[src/rtl/core/sdu_seg_pkg.sv]
// Package for the SDU segmenter / CRC-16 framer: sizes, codes and CRC step.
// No dependencies; used by the interfaces and the top level.
package sdu_seg_pkg;

   localparam int MAX_PDU_BYTES = 254;
   localparam int CHANNELS      = 16;

   localparam int RS_BITS       = 7;
   localparam int RS_PER_REG    = 8;
   localparam int CSR_DATA_W    = RS_BITS * RS_PER_REG;
   localparam int CSR_INDEX_W   = 2;
   localparam int RS_CAP        = (MAX_PDU_BYTES - 3) / 2;
   localparam int LIMIT_BASE    = MAX_PDU_BYTES - 2;

   localparam logic [15:0] CRC_INIT = 16'hFFFF;
   localparam logic [15:0] CRC_POLY = 16'h1021;

   typedef enum logic [CSR_INDEX_W-1:0] {
      CSR_RS_CH0_TO_7  = 2'd0,
      CSR_RS_CH8_TO_15 = 2'd1
   } csr_index_type;

   typedef enum logic [1:0] {
      KIND_PAYLOAD = 2'd0,
      KIND_CRC_HI  = 2'd1,
      KIND_CRC_LO  = 2'd2
   } byte_kind_type;

   // CRC-16/CCITT-FALSE, one byte, MSB first
   function automatic logic [15:0] crc16_byte(input logic [15:0] crc, input logic [7:0] b);
      logic [15:0] c;
      c = crc ^ {b, 8'h00};
      for (int k = 0; k < 8; k++) begin
         c = c[15] ? ((c << 1) ^ CRC_POLY) : (c << 1);
      end
      return c;
   endfunction

endpackage

[src/rtl/core/sdu_seg_if.sv]
// Valid/ready channel interfaces for the SDU segmenter: request, response, CSR write.
// Depends on sdu_seg_pkg.
interface sdu_seg_req_if;
   logic       valid;
   logic       ready;
   logic [7:0] data_byte;
   logic [3:0] channel;
   logic       sdu_last;
   logic       empty_sdu;

   modport source (output valid, data_byte, channel, sdu_last, empty_sdu, input ready);
   modport sink   (input valid, data_byte, channel, sdu_last, empty_sdu, output ready);
endinterface

interface sdu_seg_rsp_if;
   logic       valid;
   logic       ready;
   logic [7:0] out_byte;
   logic [1:0] byte_kind;
   logic [3:0] out_channel;
   logic       sdu_end;
   logic [7:0] parity_space;
   logic       last_of_run;

   modport source (output valid, out_byte, byte_kind, out_channel, sdu_end, parity_space,
                   last_of_run, input ready);
   modport sink   (input valid, out_byte, byte_kind, out_channel, sdu_end, parity_space,
                   last_of_run, output ready);
endinterface

interface sdu_seg_csr_if;
   logic                                valid;
   logic                                ready;
   logic [sdu_seg_pkg::CSR_INDEX_W-1:0] reg_index;
   logic [sdu_seg_pkg::CSR_DATA_W-1:0]  write_data;

   modport source (output valid, reg_index, write_data, input ready);
   modport sink   (input valid, reg_index, write_data, output ready);
endinterface

[src/rtl/core/sdu_segmenter_crc16_framer.sv]
// SDU segmenter with CRC-16 framing; depends on sdu_seg_pkg and sdu_seg_if.
// The first response to a request is valid the cycle after acceptance. One request
// per cycle for payload bytes that do not close a segment, while the response side
// is ready; a segment-closing request holds the response register until its byte and
// both CRC bytes are taken (CRC bytes only for an empty SDU). Synchronous active-high
// reset clears CRC/segment state, the RS strength registers and response control flags.
module sdu_segmenter_crc16_framer (
   input logic           clock,
   input logic           reset,
   sdu_seg_req_if.sink   req_bus,
   sdu_seg_rsp_if.source rsp_bus,
   sdu_seg_csr_if.sink   csr_bus
);

   localparam int CDW = sdu_seg_pkg::CSR_DATA_W;

   // configuration
   logic [CDW-1:0] rs_lo_ff, rs_hi_ff;

   // segmenter state
   logic [15:0] crc_ff, crc_in;
   logic [7:0]  fill_ff, fill_in;
   logic [3:0]  held_ch_ff, held_ch_in;
   logic [7:0]  limit_ff, limit_in;
   logic        inside_ff, inside_in;

   // response register
   logic                     rsp_valid_ff;
   sdu_seg_pkg::byte_kind_type code_ff, code_in;
   logic                     crc_follows_ff, crc_follows_in;
   logic [7:0]               pay_ff, pay_in;
   logic [15:0]              run_crc_ff, run_crc_in;
   logic [3:0]               run_ch_ff, run_ch_in;
   logic                     run_end_ff, run_end_in;
   logic [7:0]               run_par_ff, run_par_in;

   logic req_fire, rsp_fire, rsp_last;

   // per-request values
   logic [CDW-1:0] rs_reg;
   logic [6:0]     rs_raw, rs_clamped;
   logic [7:0]     limit_cur, parity_cur, fill_base;
   logic [15:0]    crc_base, crc_next;
   logic [8:0]     fill_next;
   logic           seg_close;

   assign rsp_last = (code_ff == sdu_seg_pkg::KIND_CRC_LO) ||
                     ((code_ff == sdu_seg_pkg::KIND_PAYLOAD) && !crc_follows_ff);
   assign rsp_fire = rsp_valid_ff && rsp_bus.ready;
   assign req_bus.ready = !rsp_valid_ff || (rsp_bus.ready && rsp_last);
   assign req_fire = req_bus.valid && req_bus.ready;
   assign csr_bus.ready = 1'b1;

   // channel's RS strength, clamped
   always_comb begin
      rs_reg = req_bus.channel[3] ? rs_hi_ff : rs_lo_ff;
      rs_raw = rs_reg[req_bus.channel[2:0] * sdu_seg_pkg::RS_BITS +: sdu_seg_pkg::RS_BITS];
      if ({1'b0, req_bus.channel} >= 5'(sdu_seg_pkg::CHANNELS)) begin
         rs_clamped = 7'd0;
      end else if (rs_raw > 7'(sdu_seg_pkg::RS_CAP)) begin
         rs_clamped = 7'(sdu_seg_pkg::RS_CAP);
      end else begin
         rs_clamped = rs_raw;
      end
   end

   always_comb begin
      limit_cur  = inside_ff ? limit_ff : (8'(sdu_seg_pkg::LIMIT_BASE) - {rs_clamped, 1'b0});
      parity_cur = 8'(sdu_seg_pkg::LIMIT_BASE) - limit_cur;
      crc_base   = inside_ff ? crc_ff : sdu_seg_pkg::CRC_INIT;
      fill_base  = inside_ff ? fill_ff : 8'd0;
      held_ch_in = inside_ff ? held_ch_ff : req_bus.channel;
      crc_next   = sdu_seg_pkg::crc16_byte(crc_base, req_bus.data_byte);
      fill_next  = {1'b0, fill_base} + 9'd1;
      seg_close  = req_bus.sdu_last || (fill_next >= {1'b0, limit_cur});

      limit_in = limit_cur;
      pay_in   = req_bus.data_byte;
      run_ch_in  = held_ch_in;
      run_par_in = parity_cur;
      if (req_bus.empty_sdu) begin
         crc_in         = sdu_seg_pkg::CRC_INIT;
         fill_in        = 8'd0;
         inside_in      = 1'b0;
         code_in        = sdu_seg_pkg::KIND_CRC_HI;
         crc_follows_in = 1'b1;
         run_crc_in     = crc_base;
         run_end_in     = 1'b1;
      end else begin
         code_in        = sdu_seg_pkg::KIND_PAYLOAD;
         crc_follows_in = seg_close;
         run_crc_in     = crc_next;
         run_end_in     = req_bus.sdu_last;
         if (seg_close) begin
            crc_in    = sdu_seg_pkg::CRC_INIT;
            fill_in   = 8'd0;
            inside_in = !req_bus.sdu_last;
         end else begin
            crc_in    = crc_next;
            fill_in   = fill_next[7:0];
            inside_in = 1'b1;
         end
      end
   end

   always_ff @(posedge clock) begin
      if (reset) begin
         rs_lo_ff <= '0;
         rs_hi_ff <= '0;
      end else if (csr_bus.valid) begin
         if (csr_bus.reg_index == sdu_seg_pkg::CSR_RS_CH0_TO_7) begin
            rs_lo_ff <= csr_bus.write_data;
         end else if (csr_bus.reg_index == sdu_seg_pkg::CSR_RS_CH8_TO_15) begin
            rs_hi_ff <= csr_bus.write_data;
         end
      end
   end

   always_ff @(posedge clock) begin
      if (reset) begin
         crc_ff     <= sdu_seg_pkg::CRC_INIT;
         fill_ff    <= 8'd0;
         held_ch_ff <= 4'd0;
         limit_ff   <= 8'd0;
         inside_ff  <= 1'b0;
      end else if (req_fire) begin
         crc_ff     <= crc_in;
         fill_ff    <= fill_in;
         held_ch_ff <= held_ch_in;
         limit_ff   <= limit_in;
         inside_ff  <= inside_in;
      end
   end

   always_ff @(posedge clock) begin
      if (reset) begin
         rsp_valid_ff   <= 1'b0;
         code_ff        <= sdu_seg_pkg::KIND_PAYLOAD;
         crc_follows_ff <= 1'b0;
      end else if (req_fire) begin
         rsp_valid_ff   <= 1'b1;
         code_ff        <= code_in;
         crc_follows_ff <= crc_follows_in;
      end else if (rsp_fire) begin
         if (rsp_last) begin
            rsp_valid_ff <= 1'b0;
         end else if (code_ff == sdu_seg_pkg::KIND_PAYLOAD) begin
            code_ff <= sdu_seg_pkg::KIND_CRC_HI;
         end else begin
            code_ff <= sdu_seg_pkg::KIND_CRC_LO;
         end
      end
   end

   always_ff @(posedge clock) begin
      if (req_fire) begin
         pay_ff     <= pay_in;
         run_crc_ff <= run_crc_in;
         run_ch_ff  <= run_ch_in;
         run_end_ff <= run_end_in;
         run_par_ff <= run_par_in;
      end
   end

   always_comb begin
      unique case (code_ff)
         sdu_seg_pkg::KIND_CRC_HI: rsp_bus.out_byte = run_crc_ff[15:8];
         sdu_seg_pkg::KIND_CRC_LO: rsp_bus.out_byte = run_crc_ff[7:0];
         default:                  rsp_bus.out_byte = pay_ff;
      endcase
   end

   assign rsp_bus.valid        = rsp_valid_ff;
   assign rsp_bus.byte_kind    = code_ff;
   assign rsp_bus.out_channel  = run_ch_ff;
   assign rsp_bus.sdu_end      = (code_ff == sdu_seg_pkg::KIND_CRC_LO) && run_end_ff;
   assign rsp_bus.parity_space = (code_ff == sdu_seg_pkg::KIND_CRC_LO) ? run_par_ff : 8'd0;
   assign rsp_bus.last_of_run  = rsp_last;

endmodule

[src/flat_wrapper.sv]
// flat-port wrapper written by rule: the top's interface ports become plain ports
module sdu_segmenter_crc16_framer_flat 
  (clock, reset, req_bus_valid, req_bus_data_byte, req_bus_channel, req_bus_sdu_last, req_bus_empty_sdu, req_bus_ready, rsp_bus_valid, rsp_bus_out_byte, rsp_bus_byte_kind, rsp_bus_out_channel, rsp_bus_sdu_end, rsp_bus_parity_space, rsp_bus_last_of_run, rsp_bus_ready, csr_bus_valid, csr_bus_reg_index, csr_bus_write_data, csr_bus_ready);
  sdu_seg_req_if req_bus_i ();
  sdu_seg_rsp_if rsp_bus_i ();
  sdu_seg_csr_if csr_bus_i ();
  input logic clock;
  input logic reset;
  input wire logic [$bits(req_bus_i.valid)-1:0] req_bus_valid;
  input wire logic [$bits(req_bus_i.data_byte)-1:0] req_bus_data_byte;
  input wire logic [$bits(req_bus_i.channel)-1:0] req_bus_channel;
  input wire logic [$bits(req_bus_i.sdu_last)-1:0] req_bus_sdu_last;
  input wire logic [$bits(req_bus_i.empty_sdu)-1:0] req_bus_empty_sdu;
  output wire logic [$bits(req_bus_i.ready)-1:0] req_bus_ready;
  output wire logic [$bits(rsp_bus_i.valid)-1:0] rsp_bus_valid;
  output wire logic [$bits(rsp_bus_i.out_byte)-1:0] rsp_bus_out_byte;
  output wire logic [$bits(rsp_bus_i.byte_kind)-1:0] rsp_bus_byte_kind;
  output wire logic [$bits(rsp_bus_i.out_channel)-1:0] rsp_bus_out_channel;
  output wire logic [$bits(rsp_bus_i.sdu_end)-1:0] rsp_bus_sdu_end;
  output wire logic [$bits(rsp_bus_i.parity_space)-1:0] rsp_bus_parity_space;
  output wire logic [$bits(rsp_bus_i.last_of_run)-1:0] rsp_bus_last_of_run;
  input wire logic [$bits(rsp_bus_i.ready)-1:0] rsp_bus_ready;
  input wire logic [$bits(csr_bus_i.valid)-1:0] csr_bus_valid;
  input wire logic [$bits(csr_bus_i.reg_index)-1:0] csr_bus_reg_index;
  input wire logic [$bits(csr_bus_i.write_data)-1:0] csr_bus_write_data;
  output wire logic [$bits(csr_bus_i.ready)-1:0] csr_bus_ready;
  assign req_bus_i.valid = req_bus_valid;
  assign req_bus_i.data_byte = req_bus_data_byte;
  assign req_bus_i.channel = req_bus_channel;
  assign req_bus_i.sdu_last = req_bus_sdu_last;
  assign req_bus_i.empty_sdu = req_bus_empty_sdu;
  assign req_bus_ready = req_bus_i.ready;
  assign rsp_bus_valid = rsp_bus_i.valid;
  assign rsp_bus_out_byte = rsp_bus_i.out_byte;
  assign rsp_bus_byte_kind = rsp_bus_i.byte_kind;
  assign rsp_bus_out_channel = rsp_bus_i.out_channel;
  assign rsp_bus_sdu_end = rsp_bus_i.sdu_end;
  assign rsp_bus_parity_space = rsp_bus_i.parity_space;
  assign rsp_bus_last_of_run = rsp_bus_i.last_of_run;
  assign rsp_bus_i.ready = rsp_bus_ready;
  assign csr_bus_i.valid = csr_bus_valid;
  assign csr_bus_i.reg_index = csr_bus_reg_index;
  assign csr_bus_i.write_data = csr_bus_write_data;
  assign csr_bus_ready = csr_bus_i.ready;
  sdu_segmenter_crc16_framer u_core (.clock(clock), .reset(reset), .req_bus(req_bus_i), .rsp_bus(rsp_bus_i), .csr_bus(csr_bus_i));
endmodule
[config.mk]
export PLATFORM = sky130hd
export DESIGN_NAME = sdu_segmenter_crc16_framer_flat
export DESIGN_NICKNAME = d
export VERILOG_FILES = /design/src/rtl/core/sdu_seg_pkg.sv /design/src/rtl/core/sdu_seg_if.sv /design/src/rtl/core/sdu_segmenter_crc16_framer.sv /design/src/flat_wrapper.sv
export SDC_FILE = /design/constraint.sdc
export NUM_CORES = 1
export LEC_CHECK = 0
export BUFFER_PORTS_ARGS = -buffer_cell sky130_fd_sc_hd__buf_2
export CORE_MARGIN = 2
export CORE_UTILIZATION = 63
export DETAILED_ROUTE_END_ITERATION = 8
export PLACE_DENSITY = 0.82
export SYNTH_ARGS = -nofsm -noshare
export SYNTH_HDL_FRONTEND = slang
export SYNTH_SLANG_ARGS = --single-unit
[constraint.sdc]
create_clock -name clock -period 13.1 [get_ports clock]
set_clock_uncertainty 0.1 [all_clocks]
set_input_delay 1.965 -clock clock [delete_from_list [all_inputs] [get_ports clock]]
set_output_delay 1.965 -clock clock [all_outputs]
set_load 0.01 [all_outputs]
==> results.json <==
{
  "status": "finished clean",
  "hold_viol_final": 0,
  "worstPathMaxFanout": 28,
  "clockBufferDepth": 2,
  "ios": 104,
  "ys_ff_latch": 190,
  "drt_first_pass_iters": 5,
  "first_global_vias": 7231,
  "synth_top_family_by_area": "simple AND/OR/NAND/NOR gates",
  "detail_route.wl_per_cell_um": 16.8,
  "drv_cap": 0,
  "synth_mux_area_share_pct": 8.29,
  "drt_iter0_drc": 735,
  "antenna_cells": 0,
  "tns_ps": 0,
  "grt_pass1_wl_um": 34200,
  "portBuffers": 102,
  "core_um2": 13900,
  "htreeDepth": 4,
  "irDropWorstVdd_mv": 0.129,
  "start_util_pct": 64.3,
  "critical_path_required_ps": 13280,
  "cts.sinks": 190,
  "die-area_um2": 15100,
  "finalMaxSlewViolations": 0,
  "rsz0062_at_grt": "false",
  "crit_chain": "buf_2, mux4_2, a22oi_1, nand3_1, a21boi_0, a31oi_1, inv_1, ha_1, or3_1, a31oi_1, ha_1, a21boi_0, o21a_1, o21ai_0, a21oi_1, a211oi_4, a21oi_1",
  "synthXorXnorAreaFrac_pct": 4.22,
  "finalWeightedCongestion": 0.828,
  "synth_edf_count": 37,
  "p_per_area_nw_per_um2": 133,
  "worstHoldStart": "u_core.rs_lo_ff[42]",
  "synth_compound_area_share_pct": 16.0,
  "final_nets": 1161,
  "drc_errors": 0,
  "grt_overflow": 0,
  "syn_inst": 1013,
  "cp-end-kind": "flip-flop",
  "cts-buffers-inserted": 17,
  "worstPathArrival_ps": 7270,
  "tritoncts": "built",
  "startpoint_type": "primary input",
  "clk_pin_slew_ps": 60,
  "worst-r2r-cell-count": 15,
  "finalSetupViolations": 0,
  "ys_types": 59,
  "reg2reg_to": "u_core.crc_ff[7]",
  "tightest_slew_ps": 1120,
  "antenna_found_initial": 0,
  "final_common_cell": "nand2_1",
  "synthAdderAreaFrac_pct": 1.82,
  "cts_root_buffer": "clkbuf_16",
  "cts-resized-gates": 0,
  "hold_path_end": "u_core.rs_lo_ff[42]",
  "crit_slowest_cell": "a211oi_4",
  "die_x_um": 123,
  "ys_warn_count": 0,
  "vias": 7441,
  "rows": 43,
  "fin_crit_ps": 7090,
  "synthTopCellsByArea": "dfxtp_1, edfxtp_1, nand2_1",
  "hold_buffers": 0,
  "hold_path_class": "flip-flop to flip-flop",
  "via_per_inst": 5.89,
  "final_cell_mix": "nand2_1, a21oi_1, dfxtp_1",
  "fmax_mhz": 141,
  "p_total_w": 0.00134,
  "syn_area_um2": 8930,
  "grt_max_degree": 71,
  "synthesis.nets": 1103,
  "clkLatencyLatePin_ps": 430,
  "max-slew-margin-rel_pct": 25.2,
  "ys_seq_area_share_pct": 46.7,
  "hold_path_depth": 2,
  "max_stage_delay_ps": 820,
  "post-route-period-util_pct": 54.1,
  "r2r_slack_ps": 7790,
  "fp.dieH_um": 123,
  "criticalPathCategory": "primary input to flip-flop",
  "async_flop_share_pct": 0,
  "yosysTopAreaCellShare_pct": 34.3,
  "synthToLayoutAreaGrowth_pct": 12.7,
  "detail-route-antenna-nets": 0,
  "yosys.area.top_type": "dfxtp_1",
  "place_hpwl_um": 13600,
  "p_leak_nw": 3.78,
  "finalWirelength_um": 21200,
  "ys.flop_type": "dfxtp_1",
  "post_cts_buffers": 0,
  "drive_gt1_share_pct": 16.2,
  "synth-simple-area-share_pct": 18.5,
  "grt_usage_pct": 28.8,
  "reg2reg_from": "u_core.rs_hi_ff[39]",
  "avgSynthCellArea_um2": 8.82
}
## through the flow
stage / setup WS, ps / hold WS [ps] / util, % / instances / area [um2]
global placement: 5830 / 340 / 67.9 / 1232 / 9420
global route: 5670 / 364 / 72.5 / 1264 / 10100
finish: 6010 / 352 / 72.5 / 1264 / 10100
detailed placement: 5610 / 345 / 67.9 / 1232 / 9420
CTS: 6040 / 354 / 72.5 / 1264 / 10100
floorplan: 6930 / 332 / - / 1013 / 8930
## report_power, final
group | leakage, nW | switching, W | internal, W | total, W
Sequential | 1.59 | 0.0000130 | 0.000624 | 0.000637
Combinational | 1.87 | 0.0000929 | 0.0000574 | 0.000150
Clock | 0.318 | 0.000217 | 0.000331 | 0.000548
Total | 3.78 | 0.000323 | 0.00101 | 0.00134
## Yosys cell counts (3+ instances only)
library cell / instances
o21a_1: 4
clkbuf_1: 53
nor3_1: 6
mux2i_1: 16
o211a_1: 3
buf_1: 5
buf_4: 4
nand2b_1: 8
a221oi_1: 4
a21boi_0: 3
buf_2: 5
xnor2_1: 34
and2_1: 13
buf_6: 3
nand2_1: 258
dfxtp_1: 153
a22oi_1: 14
mux2_2: 4
a22o_1: 10
o31a_1: 3
nand4_1: 4
mux4_2: 22
nand3_1: 14
nor2b_1: 7
inv_1: 20
edfxtp_1: 37
ha_1: 13
nor3b_1: 3
or3_1: 6
a21oi_1: 160
o21ai_0: 18
nor2_1: 57
a211oi_1: 5
xor2_1: 9
a31oi_1: 4
a2bb2oi_1: 3
## final cells by class
cell class,instances,area (um2)
tap,180,225
timing repair buffer,109,566
clock buffer,26,552
multi-input combinational,731,4370
fill,1052,3820
inverter,22,82.6
sequential,190,4170
clock inverter,6,88.8
## critical path: cells and delay by family
kind | cells | cell delay, ps
AO/OA/AOI/OAI | 10 | 2880
AND/OR/NAND/NOR | 2 | 570
multiplexers | 1 | 590
adder cells (fa/ha/maj) | 2 | 550
buffers and inverters | 2 | 680
## how the worst max path moves through the flow
stage                       startpoint                end  slack (ps)  depth (start not counted)
CTS                 req_bus_channel[0]   u_core.crc_ff[7]        6040                         16
floorplan           req_bus_channel[0]  u_core.crc_ff[12]        6930                         17
global placement    req_bus_channel[0]   u_core.crc_ff[7]        5830                         16
global route        req_bus_channel[0]   u_core.crc_ff[5]        5670                         16
finish              req_bus_channel[1]   u_core.crc_ff[7]        6010                         17
detailed placement  req_bus_channel[0]   u_core.crc_ff[7]        5610                         16
## sequential cells by signal (all words and copies together), names as in the netlist
signal and count:
u_core.rsp_bus.valid 1, u_core.rsp_bus.out_channel 4, u_core.limit_ff 8, u_core.run_crc_ff 16, u_core.rs_hi_ff 56, u_core.run_end_ff 1, u_core.fill_ff 8, u_core.held_ch_ff 4
u_core.crc_ff 16, u_core.pay_ff 8, u_core.rs_lo_ff 56, u_core.rsp_bus.byte_kind 2, u_core.crc_follows_ff 1, u_core.run_par_ff 8, u_core.inside_ff 1
## cell families after synthesis
logic type | count (synthesis)
AO/OA/AOI/OAI | 242
XOR/XNOR | 43
AND/OR/NAND/NOR | 388
other | 1
flip-flops | 190
buffers and inverters | 92
multiplexers | 44
adder cells (fa/ha/maj) | 13
## per-layer routing
layer | wire length (um) | GRT usage [%] | up-vias
met5 | 0 | 0 | -
met4 | 412 | 10.2 | 0
met3 | 1260 | 5.77 | 41
met2 | 10600 | 49.5 | 265
met1 | 8940 | 36.2 | 3530
li1 | - | - | 3605
(Power assumes the default switching activity.)
